==> src/design/gdft_pkg.sv <==
// shared constants, codes and sequencer states of the graph traversal unit
`timescale 1ns / 1ps

package gdft_pkg;

    localparam int MAX_VERTICES_DEF = 32;
    localparam int MAX_EDGES_DEF    = 64;
    localparam int RESULT_LIMIT     = 32;
    localparam int RESULT_CNT_W     = $clog2(RESULT_LIMIT + 1);

    localparam int OP_W      = 2;
    localparam int VERTEX_W  = 5;
    localparam int STATUS_W  = 2;
    localparam int COUNT_W   = 6;
    localparam int IN_DATA_W = 16;
    localparam int OUT_DATA_W = 8;

    typedef enum logic [OP_W-1:0] {
        OP_ADD      = 2'd0,
        OP_TRAVERSE = 2'd1,
        OP_CLEAR    = 2'd2,
        OP_NONE     = 2'd3
    } op_t;

    typedef enum logic [STATUS_W-1:0] {
        ST_VISITED = 2'd0,
        ST_FULL    = 2'd1,
        ST_NONE    = 2'd2
    } status_t;

    typedef enum logic [3:0] {
        S_IDLE,
        S_ADD_RD,
        S_ADD_WR,
        S_SEND_FULL,
        S_SCAN,
        S_VISIT,
        S_PUSH,
        S_LOOP,
        S_EDGE,
        S_POP,
        S_POP_LD,
        S_FINISH
    } state_t;

endpackage

==> src/design/graph_depth_first_traversal_unit.sv <==
// top level of the graph depth-first traversal unit
// A directed graph of up to MAX_VERTICES vertices is held as linked edge lists in an
// edge memory of MAX_EDGES slots, the newest edge of a vertex at the head of its list.
// Requests: add edge (op 0, or a full status result when the edge memory is full),
// traverse (op 1) and clear (op 2). A traverse runs a sequencer over the list-head,
// edge and stack memories, each with a registered read port: it scans the start
// vertices in order, visits each unvisited one, follows its edges depth-first through
// a stack of edge cursors and pops the stack at the end of a list, then finishes with
// a last result; result back-pressure can stall it. The visited map survives between
// traversals until a clear. The input side is not ready while a request is
// in progress. The vertex count register may be written at any time the unit is idle.
`timescale 1ns / 1ps

module graph_depth_first_traversal_unit #(
    parameter int MAX_VERTICES = gdft_pkg::MAX_VERTICES_DEF,
    parameter int MAX_EDGES    = gdft_pkg::MAX_EDGES_DEF
) (
    input  logic                              aclk,
    input  logic                              aresetn,
    // op [1:0], from_vertex [6:2], to_vertex [11:7]
    input  logic [gdft_pkg::IN_DATA_W-1:0]    s_axis_tdata,
    input  logic                              s_axis_tvalid,
    output logic                              s_axis_tready,
    // vertex_index [4:0], status [6:5]
    output logic [gdft_pkg::OUT_DATA_W-1:0]   m_axis_tdata,
    output logic                              m_axis_tlast,
    output logic                              m_axis_tvalid,
    input  logic                              m_axis_tready,
    input  logic [gdft_pkg::COUNT_W-1:0]      cfg_data,
    input  logic                              cfg_valid,
    output logic                              cfg_ready
);

    localparam int VW  = $clog2(MAX_VERTICES);
    localparam int EIW = (MAX_EDGES > 1) ? $clog2(MAX_EDGES) : 1;
    localparam int EW  = $clog2(MAX_EDGES + 1);
    localparam logic [EW-1:0] NULL_EDGE = EW'(MAX_EDGES);

    gdft_pkg::state_t state_reg, state_next;

    logic [gdft_pkg::COUNT_W-1:0]      vcount_reg;
    logic [MAX_VERTICES-1:0]           head_valid_reg, head_valid_next;
    logic [MAX_VERTICES-1:0]           visited_reg, visited_next;
    logic [EW-1:0]                     edges_used_reg, edges_used_next;
    logic [VW:0]                       depth_reg, depth_next;
    logic [VW:0]                       scan_reg, scan_next;
    logic [gdft_pkg::RESULT_CNT_W-1:0] n_reg, n_next;
    logic                              pend_valid_reg, pend_valid_next;
    logic [VW-1:0]                     pend_v_reg, pend_v_next;
    logic [VW-1:0]                     v_reg, v_next;
    logic [VW-1:0]                     to_reg, to_next;
    logic [EW-1:0]                     top_cur_reg, top_cur_next;

    logic                              out_valid_reg, out_valid_next;
    logic [gdft_pkg::VERTEX_W-1:0]     out_vertex_reg, out_vertex_next;
    gdft_pkg::status_t                 out_status_reg, out_status_next;
    logic                              out_last_reg, out_last_next;

    // memories
    logic [EIW-1:0]                    head_mem [MAX_VERTICES];
    logic [VW+EW-1:0]                  edge_mem [MAX_EDGES];
    logic [EW-1:0]                     stack_mem [MAX_VERTICES];
    logic [EIW-1:0]                    head_rd_reg;
    logic [VW+EW-1:0]                  edge_rd_reg;
    logic [EW-1:0]                     stack_rd_reg;

    logic                              head_we, edge_we, stack_we;
    logic [VW+EW-1:0]                  edge_wdata;
    logic [VW-1:0]                     stack_waddr;
    logic [EW-1:0]                     stack_wdata;
    logic [VW:0]                       depth_dec;

    logic                              in_fire, out_free;
    gdft_pkg::op_t                     in_op;
    logic [gdft_pkg::VERTEX_W-1:0]     in_from, in_to;
    logic                              add_range_ok, add_full;
    logic                              scan_stop, limit_hit;
    logic [EW-1:0]                     head_cur;
    logic [VW-1:0]                     edge_target;
    logic [EW-1:0]                     edge_link;
    logic                              edge_new;

    assign s_axis_tready = (state_reg == gdft_pkg::S_IDLE);
    assign cfg_ready     = 1'b1;
    assign in_fire       = s_axis_tvalid && s_axis_tready;
    assign out_free      = !out_valid_reg || m_axis_tready;

    assign in_op   = gdft_pkg::op_t'(s_axis_tdata[1:0]);
    assign in_from = s_axis_tdata[6:2];
    assign in_to   = s_axis_tdata[11:7];

    assign add_range_ok = (32'(in_from) < MAX_VERTICES) && (32'(in_to) < MAX_VERTICES);
    assign add_full     = (32'(edges_used_reg) >= MAX_EDGES);

    assign limit_hit = (32'(n_reg) >= gdft_pkg::RESULT_LIMIT);
    assign scan_stop = (32'(scan_reg) >= 32'(vcount_reg)) ||
                       (32'(scan_reg) >= MAX_VERTICES) || limit_hit;

    assign head_cur    = head_valid_reg[v_reg] ? EW'(head_rd_reg) : NULL_EDGE;
    assign edge_target = edge_rd_reg[VW+EW-1:EW];
    assign edge_link   = edge_rd_reg[EW-1:0];
    assign edge_new    = (32'(edge_target) < MAX_VERTICES) && !visited_reg[edge_target];
    assign depth_dec   = depth_reg - 1'b1;

    assign m_axis_tvalid = out_valid_reg;
    assign m_axis_tdata  = {1'b0, out_status_reg, out_vertex_reg};
    assign m_axis_tlast  = out_last_reg;

    // next state
    always_comb begin
        state_next = state_reg;
        unique case (state_reg)
            gdft_pkg::S_IDLE: begin
                if (in_fire) begin
                    unique case (in_op)
                        gdft_pkg::OP_ADD: begin
                            if (!add_range_ok) state_next = gdft_pkg::S_IDLE;
                            else if (add_full) state_next = gdft_pkg::S_SEND_FULL;
                            else               state_next = gdft_pkg::S_ADD_RD;
                        end
                        gdft_pkg::OP_TRAVERSE: state_next = gdft_pkg::S_SCAN;
                        default:               state_next = gdft_pkg::S_IDLE;
                    endcase
                end
            end
            gdft_pkg::S_ADD_RD:    state_next = gdft_pkg::S_ADD_WR;
            gdft_pkg::S_ADD_WR:    state_next = gdft_pkg::S_IDLE;
            gdft_pkg::S_SEND_FULL: if (out_free) state_next = gdft_pkg::S_IDLE;
            gdft_pkg::S_SCAN: begin
                if (scan_stop)                       state_next = gdft_pkg::S_FINISH;
                else if (!visited_reg[scan_reg[VW-1:0]]) state_next = gdft_pkg::S_VISIT;
            end
            gdft_pkg::S_VISIT: if (!pend_valid_reg || out_free) state_next = gdft_pkg::S_PUSH;
            gdft_pkg::S_PUSH:  state_next = gdft_pkg::S_LOOP;
            gdft_pkg::S_LOOP: begin
                priority if (depth_reg == '0 || limit_hit) state_next = gdft_pkg::S_SCAN;
                else if (top_cur_reg == NULL_EDGE) begin
                    if (depth_reg > (VW+1)'(1)) state_next = gdft_pkg::S_POP;
                end
                else state_next = gdft_pkg::S_EDGE;
            end
            gdft_pkg::S_EDGE:   state_next = edge_new ? gdft_pkg::S_VISIT : gdft_pkg::S_LOOP;
            gdft_pkg::S_POP:    state_next = gdft_pkg::S_POP_LD;
            gdft_pkg::S_POP_LD: state_next = gdft_pkg::S_LOOP;
            gdft_pkg::S_FINISH: if (out_free) state_next = gdft_pkg::S_IDLE;
            default:            state_next = gdft_pkg::S_IDLE;
        endcase
    end

    // datapath and outputs
    always_comb begin
        head_valid_next = head_valid_reg;
        visited_next    = visited_reg;
        edges_used_next = edges_used_reg;
        depth_next      = depth_reg;
        scan_next       = scan_reg;
        n_next          = n_reg;
        pend_valid_next = pend_valid_reg;
        pend_v_next     = pend_v_reg;
        v_next          = v_reg;
        to_next         = to_reg;
        top_cur_next    = top_cur_reg;
        out_valid_next  = out_valid_reg && !m_axis_tready;
        out_vertex_next = out_vertex_reg;
        out_status_next = out_status_reg;
        out_last_next   = out_last_reg;
        head_we         = 1'b0;
        edge_we         = 1'b0;
        stack_we        = 1'b0;
        edge_wdata      = {to_reg, head_cur};
        stack_waddr     = depth_reg[VW-1:0];
        stack_wdata     = head_cur;

        unique case (state_reg)
            gdft_pkg::S_IDLE: begin
                if (in_fire) begin
                    unique case (in_op)
                        gdft_pkg::OP_ADD: begin
                            v_next  = VW'(in_from);
                            to_next = VW'(in_to);
                        end
                        gdft_pkg::OP_TRAVERSE: begin
                            scan_next       = '0;
                            n_next          = '0;
                            pend_valid_next = 1'b0;
                        end
                        gdft_pkg::OP_CLEAR: begin
                            head_valid_next = '0;
                            visited_next    = '0;
                            edges_used_next = '0;
                            depth_next      = '0;
                        end
                        default: ;
                    endcase
                end
            end
            gdft_pkg::S_ADD_RD: ;
            gdft_pkg::S_ADD_WR: begin
                head_we                = 1'b1;
                edge_we                = 1'b1;
                head_valid_next[v_reg] = 1'b1;
                edges_used_next        = edges_used_reg + 1'b1;
            end
            gdft_pkg::S_SEND_FULL: begin
                if (out_free) begin
                    out_valid_next  = 1'b1;
                    out_vertex_next = '0;
                    out_status_next = gdft_pkg::ST_FULL;
                    out_last_next   = 1'b1;
                end
            end
            gdft_pkg::S_SCAN: begin
                depth_next = '0;
                if (!scan_stop) begin
                    v_next    = scan_reg[VW-1:0];
                    scan_next = scan_reg + 1'b1;
                end
            end
            gdft_pkg::S_VISIT: begin
                if (!pend_valid_reg || out_free) begin
                    if (pend_valid_reg) begin
                        out_valid_next  = 1'b1;
                        out_vertex_next = gdft_pkg::VERTEX_W'(pend_v_reg);
                        out_status_next = gdft_pkg::ST_VISITED;
                        out_last_next   = 1'b0;
                    end
                    pend_valid_next     = 1'b1;
                    pend_v_next         = v_reg;
                    visited_next[v_reg] = 1'b1;
                    n_next              = n_reg + 1'b1;
                end
            end
            gdft_pkg::S_PUSH: begin
                stack_we     = 1'b1;
                top_cur_next = head_cur;
                depth_next   = depth_reg + 1'b1;
            end
            gdft_pkg::S_LOOP: begin
                priority if (depth_reg == '0 || limit_hit) depth_next = '0;
                else if (top_cur_reg == NULL_EDGE) depth_next = depth_dec;
                else ;
            end
            gdft_pkg::S_EDGE: begin
                stack_we     = 1'b1;
                stack_waddr  = depth_dec[VW-1:0];
                stack_wdata  = edge_link;
                top_cur_next = edge_link;
                if (edge_new) v_next = edge_target;
            end
            gdft_pkg::S_POP: ;
            gdft_pkg::S_POP_LD: top_cur_next = stack_rd_reg;
            gdft_pkg::S_FINISH: begin
                if (out_free) begin
                    out_valid_next = 1'b1;
                    out_last_next  = 1'b1;
                    if (pend_valid_reg) begin
                        out_vertex_next = gdft_pkg::VERTEX_W'(pend_v_reg);
                        out_status_next = gdft_pkg::ST_VISITED;
                    end else begin
                        out_vertex_next = '0;
                        out_status_next = gdft_pkg::ST_NONE;
                    end
                    pend_valid_next = 1'b0;
                end
            end
            default: ;
        endcase
    end

    // control registers
    always_ff @(posedge aclk) begin
        if (!aresetn) begin
            state_reg      <= gdft_pkg::S_IDLE;
            vcount_reg     <= '0;
            head_valid_reg <= '0;
            visited_reg    <= '0;
            edges_used_reg <= '0;
            depth_reg      <= '0;
            scan_reg       <= '0;
            n_reg          <= '0;
            pend_valid_reg <= 1'b0;
            out_valid_reg  <= 1'b0;
        end else begin
            state_reg      <= state_next;
            if (cfg_valid && cfg_ready) vcount_reg <= cfg_data;
            head_valid_reg <= head_valid_next;
            visited_reg    <= visited_next;
            edges_used_reg <= edges_used_next;
            depth_reg      <= depth_next;
            scan_reg       <= scan_next;
            n_reg          <= n_next;
            pend_valid_reg <= pend_valid_next;
            out_valid_reg  <= out_valid_next;
        end
    end

    // payload registers
    always_ff @(posedge aclk) begin
        pend_v_reg     <= pend_v_next;
        v_reg          <= v_next;
        to_reg         <= to_next;
        top_cur_reg    <= top_cur_next;
        out_vertex_reg <= out_vertex_next;
        out_status_reg <= out_status_next;
        out_last_reg   <= out_last_next;
    end

    // list head memory
    always_ff @(posedge aclk) begin
        if (head_we) head_mem[v_reg] <= edges_used_reg[EIW-1:0];
        head_rd_reg <= head_mem[v_reg];
    end

    // edge memory: target and link to next edge of the same source
    always_ff @(posedge aclk) begin
        if (edge_we) edge_mem[edges_used_reg[EIW-1:0]] <= edge_wdata;
        edge_rd_reg <= edge_mem[top_cur_reg[EIW-1:0]];
    end

    // walk stack of edge cursors
    always_ff @(posedge aclk) begin
        if (stack_we) stack_mem[stack_waddr] <= stack_wdata;
        stack_rd_reg <= stack_mem[depth_dec[VW-1:0]];
    end

endmodule
==> config.mk <==
export PLATFORM = sky130hd
export DESIGN_NAME = graph_depth_first_traversal_unit
export DESIGN_NICKNAME = d
export VERILOG_FILES = /design/src/design/gdft_pkg.sv /design/src/design/graph_depth_first_traversal_unit.sv
export SDC_FILE = /design/constraint.sdc
export NUM_CORES = 1
export LEC_CHECK = 0
export ABC_AREA = 1
export ABC_CLOCK_PERIOD_IN_PS = 3590
export BUFFER_PORTS_ARGS = -buffer_cell sky130_fd_sc_hd__buf_2
export CAP_MARGIN = 10
export CORE_MARGIN = 2
export CORE_UTILIZATION = 63
export CTS_CLUSTER_SIZE = 10
export DETAILED_ROUTE_END_ITERATION = 8
export MAX_ROUTING_LAYER = met4
export PLACE_DENSITY_LB_ADDON = 0.05
export SYNTH_ARGS = -nofsm -noshare
export SYNTH_HDL_FRONTEND = slang
export SYNTH_SLANG_ARGS = --single-unit
==> constraint.sdc <==
create_clock -name aclk -period 3.59 [get_ports aclk]
set_input_delay 0.1795 -clock aclk [delete_from_list [all_inputs] [get_ports aclk]]
set_output_delay 0.1795 -clock aclk [all_outputs]
set_load 0.05 [all_outputs]
### Word-level counts from Yosys, hierarchy flattened

Memory sizes are Yosys's and may differ from the RTL's. A register that Yosys moved wholly into a read port is not among the register bits.
Cells that the tools add are included.

| storage, ports and cells | value |
|---|---|
| memories | 3 |
| register bits after elaboration | 131 |
| output and inout port bits | 12 |
| logic and storage cells | 181 |
| bits of input ports | 27 |
| RAM bits | 1184 |

| cells by class | value |
|---|---|
| equality and inequality tests | 28 |
| reductions and logical operators | 38 |
| add/subtract/negate cells | 5 |
| mux-type cells | 79 |
| magnitude comparators | 9 |
| bitwise operators | 2 |

Memory list:

| memory | depth | width | rd ports | clocked after Yosys merged registers in | write ports | line | text |
|---|---|---|---|---|---|---|---|
| edge_mem | 64 | 12 | 1 | 1 | 1 | graph_depth_first_traversal_unit.sv:61 | `logic [VW+EW-1:0] edge_mem [MAX_EDGES];` |
| stack_mem | 32 | 7 | 1 | 1 | 1 | graph_depth_first_traversal_unit.sv:62 | `logic [EW-1:0] stack_mem [MAX_VERTICES];` |
| head_mem | 32 | 6 | 1 | 1 | 1 | graph_depth_first_traversal_unit.sv:60 | `logic [EIW-1:0] head_mem [MAX_VERTICES];` |

Operator list:

| kind | count |
|---|---|
| 32-bit one-hot mux with 2 select lines | 2 |
| 32-bit 2-to-1 mux | 3 |
| 32-bit OR | 2 |
| 5-bit 2-to-1 mux | 10 |
| 6-bit 2-to-1 mux | 8 |
| 4-bit one-hot mux with 9 select lines | 1 |
| 4-bit 2-to-1 mux | 8 |
| 5-bit one-hot mux with 3 select lines | 2 |
| 7-bit 2-to-1 mux | 4 |
| 6-bit one-hot mux with 2 select lines | 2 |
| 6-bit one-hot mux with 4 select lines | 1 |
| 7-bit one-hot mux with 3 select lines | 1 |
| 1-bit 2-to-1 mux | 20 |
| 4-bit AND reduction | 5 |
| 5-bit AND reduction | 4 |
| 6-bit by 1-bit adder with 6-bit output, second input constant | 3 |
| 5-bit by 6-bit less-than comparator with 1-bit output, second input constant | 3 |
| 4-bit by 3-bit equality test with 1-bit output, second input constant | 4 |
| 4-bit equality test, second input constant | 4 |
| 1-bit binary-select mux with 5-bit select | 3 |
| 2-bit 2-to-1 mux | 7 |
| 7-bit one-hot mux with 2 select lines | 1 |
| 6-bit greater-or-equal comparator, second input constant | 2 |
| 2-bit != test, second input constant | 6 |
| 31 further kinds | 55 |

### Longest topological paths before layout

Gate-level depths: netlist of the first run.

| logic depth | value |
|---|---|
| word-level depth | 7 |
| gate-level depth with buffers | 16 |
| gate-level depth less buffers | 15 |

### Worst setup path after synthesis of the first run

Ideal clock, no wire load.

| timing | value |
|---|---|
| kind | reg-to-reg |
| start point | reg v_reg[1] |
| end point | mem stack_mem[0][0] in the netlist's numbering, data pin |
| clock period less this slack | 3010 ps |
| cell stages (with the launch flop) | 11 |
| arrival | 2732 ps |
| path slack | 580 ps |
| buffers on the path | 1 |
| cells stage by stage | edfxtp_1 > nand2_1 > buf_4 > o22ai_1 > o21ai_1 > nand2_1 > nor2_2 > nand2_4 > nor2_4 > nand2_1 > nand2_1 |

| on the way | value |
|---|---|
| cells in the longest elaborated chain, start to end | 4 |

RTL lines:

| element | line | text |
|---|---|---|
| from (decl) | graph_depth_first_traversal_unit.sv:50 | `logic [VW-1:0] v_reg, v_next;` |
| from (signal assigned) | graph_depth_first_traversal_unit.sv:300 | `v_reg <= v_next;` |
| 1-bit binary-select mux with 5-bit select | graph_depth_first_traversal_unit.sv:99 | `assign head_cur = head_valid_reg[v_reg] ? EW'(head_rd_reg) : NULL_EDGE;` |
| 1-bit 2-to-1 mux (not written as such) | graph_depth_first_traversal_unit.sv:99 |  |
| 7-bit 2-to-1 mux | graph_depth_first_traversal_unit.sv:99 |  |
| net head_cur[0] | graph_depth_first_traversal_unit.sv:78 | `logic [EW-1:0] head_cur;` |
| 7-bit 2-to-1 mux | graph_depth_first_traversal_unit.sv:174 | `unique case (state_reg)` |
| net stack_wdata[0] | graph_depth_first_traversal_unit.sv:70 | `logic [EW-1:0] stack_wdata;` |
| to (decl) | graph_depth_first_traversal_unit.sv:62 |  |

The timed path passes the listed nets, and every way through them passes these cells. The select of a mux whose other input is x is not followed.

==> impl_metrics.tcl, run 1 <==
set metrics [dict create \
    grtUsageMet3 0.0459 \
    period_needed_ps 2900 \
    die_h_um 296 \
    io_pins 39 \
    overflow 0 \
    firstDrtPassIters 6 \
    critPathArrivalTime_ps 3450 \
    drt_iter0_drc 4029 \
    fin_setup_tns_ps 0 \
    synthToLayoutAreaGrowth_pct 12.8 \
    synth_area_sq_um 53800 \
    crit_path_end_kind "flop" \
    grt_pass1_vias 33300 \
    fp-row-count 107 \
    drv_cap 0 \
    p_sw_frac 0.237 \
    grt_max_degree 113 \
    vdd_ir_drop_max_mv 0.538 \
    globalplace.congestion 0.866 \
    min_path_cells 6 \
    die_w_um 296 \
    grt-busiest-layer "met2" \
    synth_cell_types 48 \
    clk_pin_slew_ps 60 \
    leakagePower_nw 20.1 \
    path_class "reg2reg" \
    wire_per_inst_um 23.4 \
    detailedPlacementHpwl_um 78100 \
    syn_nets 4377 \
    rsz0062_at_grt "no" \
    design_power_total_mw 35.1 \
    antenna_left 0 \
    clk_latency_ps 740 \
    cts.repair.resized 0 \
    p_clk_frac 0.393 \
    avgSynthCellArea_sq_um 12.4 \
    worstRegToRegCells 7 \
    cts_buffers 153 \
    vias 35500 \
    hp-class "in2reg" \
    relSlewSlack 0.346 \
    seqPwrFrac 0.510 \
    nFillCells 5822 \
    worst_pin_slew_ps 974 \
    synth-seq-cells 1340 \
    drive_gt1_frac 0.107 \
    yosysSeqAreaShare 0.725 \
    grt_pass1_wl_um 200000 \
    fin_crit_sh 0.807 \
    setup_viol 0 \
    wl_um 133000 \
    startpoint_type "flop" \
    start_util 0.634 \
    outcome "complete, no violations" \
    die-area_sq_um 87700 \
    portBuffers 32 \
    post-route-drc-count 0 \
    grt_usage 0.315 \
    max_freq_mhz 345 \
    layout.nets 4530 \
    crit_required_ps 4150 \
    ys_dominant_reg_cell "edfxtp_1" \
    cts.sinks 1340 \
    ys_warn_count 0 \
    p_int_mw 26.8 \
    gr-usage-met2 0.486 \
    pwr-share-comb 0.097 \
    fin_skew_ps 26.0 \
    vias_per_cell 6.22 \
    synth_cells 4335 \
    antenna_found_initial 2 \
    synth_edf_count 1214 \
    max-clock-path-buffers 3 \
    largest_register_ffs 768 \
    p_per_area_nw_per_um2 578 \
    htree_levels 4 \
    report.final.slew_viol_count 0 \
    p_switching_mw 8.33 \
    hold_viol 0 \
    use_met1 0.432 \
    cts_tree "yes" \
    clock-root-buffer "clkbuf_16" \
    core_region_area_sq_um 84900 \
    synthArstFlopShare 0 \
    path_max_fanout 48 \
]
## cells in the final DEF, fill, tap and decap left out, drive strengths merged
cell            n
nor4            9
o211a           1
o221ai         93
nand3         176
buf           236
conb            2
a21oi         170
o31ai           1
nand4           9
xor2            6
clkbuf        219
o211ai         41
diode           1
nand2         411
o32ai          29
o22ai         140
inv           197
edfxtp       1214
xnor2           1
clkinv          7
a22oi          97
or2             4
nor2          733
o21a            1
a21o            1
nor3b           6
a211oi          3
nor3           45
o21ai         507
dfxtp         126
a221oi          1
dlygate4sd3    31
ha             15
mux2i          28
## path summary, 6_finish.rpt
check / to / from / slack, ps
setup / recovery: head_rd_reg[2] / v_reg[1] / 690
hold / removal: pend_valid_reg / s_axis_tdata[0] / 90
setup reg to reg: head_rd_reg[2] / v_reg[1] / 690
hold reg to reg: head_valid_reg[0] / head_valid_reg[0] / 450
## cells in the mapped netlist (7+ instances only)
cell type	count	area, sq um
buf_2	76	380
nor4_1	9	56.3
o221ai_1	93	815
o22ai_1	140	876
nor2_4	11	124
mux2i_1	28	280
a21oi_2	12	105
inv_2	16	60.1
o211ai_1	41	308
buf_4	24	180
edfxtp_1	1214	36500
nor2_1	714	2680
a22oi_1	97	728
buf_1	15	56.3
inv_1	177	664
nand3_1	174	871
a21oi_1	158	791
clkbuf_1	152	571
o32ai_1	29	254
o21ai_0	492	2460
nand2_1	401	1510
nor3_1	40	200
nand2_2	7	43.8
ha_1	15	188
o21ai_1	9	45.0
nor2_2	8	50.1
nand4_1	9	56.3
dfxtp_1	126	2520
## power groups by stage
stage / Clock (mW) / Combinational [mW] / Sequential (mW)
after floorplan: 0 / 1.99 / 18.2
after global placement: 0 / 3.27 / 18.2
after detailed placement: 0 / 3.33 / 18.2
after CTS: 13.9 / 3.38 / 17.9
after global routing: 14.5 / 3.68 / 17.9
final: 13.8 / 3.40 / 17.9
## critical path, cell delays in order, from the launching register on
cell and delay, ps:
edfxtp_1 510, nand2_1 620, inv_1 90, buf_4 340, a22oi_1 290, a21oi_1 90
nor4_1 540, nand4_1 230
## layout make-up
type	count	area, sq um	area share
clock inverters	8	100	0.00165
inverters	196	753	0.0124
multi-input cells	2530	12900	0.212
flip-flops and latches	1340	39000	0.643
well taps	1144	1430	0.0236
repair buffers	267	2290	0.0378
clock buffers	219	4220	0.0696
diodes	1	2.50	0.0000412
## stage by stage
step,area (sq um),hold slack (ps),utilization,worst slack [ps],cells
after floorplan,53800,278,-,580,4335
after global placement,56000,416,0.660,722,5444
after detailed placement,56000,406,0.660,744,5444
after CTS,60600,50.4,0.714,731,5702
after global routing,60700,116,0.715,481,5705
final,60700,93.8,0.715,692,5705
## per-layer routing
| layer | part of all wire | vias up |
|---|---|---|
| met1 | 0.41 | 17400 |
| met3 | 0.078 | 298 |
| met5 | 0 | - |
| li1 | - | 16200 |
| met4 | 0.034 | 0 |
| met2 | 0.48 | 1635 |
## timing repair
action | 4_1_cts | 5_1_grt
hold buffers | 31 | 0
setup buffers | 0 | 0
hold endpoints to repair | 35 | 0
## kinds of logic (layout without fill, tap and decap cells)
logic type	Yosys count	in the layout	synth area share
fa+ha+maj	15	15	0.00349
simple gates	1393	1393	0.107
buf+inv	465	690	0.0363
flops	1340	1340	0.725
xor+xnor	7	7	0.00177
other cells	2	3	0.000140
compound gates	1085	1085	0.121
mux	28	28	0.00521
Power figures use the tool's default switching activity.
==> inputs of run 2 (changes only) <==
Settings changed: ABC_CLOCK_PERIOD_IN_PS 3590 to 2400, CORE_UTILIZATION 63 to 57.
Clock period 3.59 ns to 2.4 ns, I/O delays scaled along.
==> run 2 against run 1 <==
Against the previous run: combinational power up 79%; sequential share of layout area shrank 2.3 points; critical path depth is 1 higher; register-to-register slack worse by 600 ps; count of clock-buffer cells in the layout fell by 1; first-iteration DRC count fell by 1.4%; final cell count rose by 4.3%; global-route usage fell by 2.0 points.
==> impl_metrics.tcl, run 2 (synthesis results as in run 1) <==
set metrics [dict create \
    vdd_ir_drop_max_mv 0.851 \
    placed_cell_area_sq_um 57900 \
    post-place-ws_ps 69.5 \
    crit_path_end_kind "flop" \
    die-area_sq_um 96800 \
    period_needed_ps 2310 \
    cts.sinks 1340 \
    report.final.slew_viol_count 0 \
    timing.rr.start "state_reg[3]" \
    clk_pin_slew_ps 60 \
    final_common_cell "edfxtp_1" \
    p_per_area_nw_per_um2 851 \
    largest_register_ffs 768 \
    diodes 0 \
    antenna_left 0 \
    whs_endpoint "to_reg[0]" \
    globalplace.congestion 0.883 \
    grt_max_degree 117 \
    firstDrtPassIters 6 \
    fin_skew_ps 29.9 \
    htree_levels 4 \
    synthToLayoutAreaGrowth_pct 17.0 \
    die_w_um 311 \
    hold_viol 0 \
    design_area_sq_um 62900 \
    die_h_um 311 \
    wire_per_inst_um 23.7 \
    clock-root-buffer "clkbuf_16" \
    worst_pin_slew_ps 818 \
    leakagePower_nw 21.0 \
    portBuffers 32 \
    rsz0062_at_grt "yes" \
    min_path_cells 2 \
    hp-class "in2reg" \
    final_cell_mix "edfxtp_1 (1,214), nor2_1 (680), o21ai_0 (489), nand2_1 (384), buf_4 (268)" \
    io_pins 39 \
    grt_usage 0.295 \
    max-clock-path-buffers 3 \
    fin_ws_ps 91.5 \
    path_max_fanout 11 \
    detailedPlacementHpwl_um 84400 \
    post-route-drc-count 0 \
    layout.nets 4663 \
    startpoint_type "flop" \
    grt_pass1_vias 34000 \
    wl_um 141000 \
    design_power_total_mw 53.6 \
    fin_setup_tns_ps 0 \
    whs_ps 88.6 \
    vias 35500 \
    path_class "reg2reg" \
    setup_viol 0 \
    overflow 0 \
    max_freq_mhz 433 \
    worstRegToRegCells 8 \
    drt_iter0_drc 3971 \
    relSlewSlack 0.455 \
    outcome "complete, no violations" \
    antenna_found_initial 0 \
    grt_pass1_wl_um 209000 \
    fin_crit_sh 0.962 \
    drive_gt1_frac 0.145 \
    ff2ff_setup_slack_ps 90 \
    drv_cap 0 \
    worstReg2RegEnd "stack_mem[24][3]" \
    cts_buffers 153 \
    hold_start "s_axis_tdata[7]" \
    core_region_area_sq_um 93500 \
    crit_required_ps 2820 \
    worstSetupStartpoint "state_reg[3]" \
    clk_latency_ps 760 \
    vias_per_cell 5.98 \
    start_util 0.575 \
    critPathArrivalTime_ps 2730 \
    fp-row-count 112 \
    cts_tree "yes" \
]
==> run 2: routing by layer <==
metal	routed length, um	up-vias	global-route usage
li1	-	16400	-
met3	11000	287	0.0533
met2	68100	1423	0.462
met1	57100	17400	0.388
met5	0	-	-
met4	4950	0	0.112
==> run 2: what timing repair did <==
| action | CTS | global route |
|---|---|---|
| endpoints found under the hold margin | 34 | 0 |
| endpoints found under the setup margin | 0 | 690 |
| hold buffers | 33 | 0 |
| setup buffers | 0 | 15 |
| gates resized for setup | 0 | 13 |
==> run 2: critical path: stages (launching register included) <==
cell	delay [ps]
dfxtp_1	410
nand2_1	170
nor2_4	210
inv_4	100
o21ai_2	230
inv_1	90
nor2_1	260
nand2_2	210
nor2_4	280
==> run 2: stage by stage <==
step                utilization  instances
floorplan                     -       4335
global placement          0.619       5666
detailed placement        0.619       5666
CTS                       0.670       5927
global route              0.673       5948
finish                    0.673       5948
==> run 2: worst max-delay path by stage <==
stage,to,slack (ps),cells after the start
after floorplan,stack_mem[0][0],-170,12
after global routing,stack_mem[14][1],-70,8
after global placement,top_cur_reg[4],30,12
after detailed placement,head_rd_reg[1],70,8
after CTS,edge_rd_reg[8],3,10
final,stack_mem[24][3],90,8
==> run 2: report_power, final <==
group / switching [mW] / internal [mW] / total (mW)
clock: 8.60 / 12.1 / 20.7
sequential: 0.126 / 26.6 / 26.8
combinational: 4.18 / 1.89 / 6.07
total: 12.9 / 40.7 / 53.6
==> run 2: layout make-up <==
class | instances | area, sq um
sequential | 1340 | 39000
fill | 6844 | 30600
multi-input combinational | 2531 | 13400
clock buffer | 218 | 4250
timing repair buffer | 399 | 3840
tap | 1254 | 1570
inverter | 196 | 767
clock inverter | 10 | 93.8
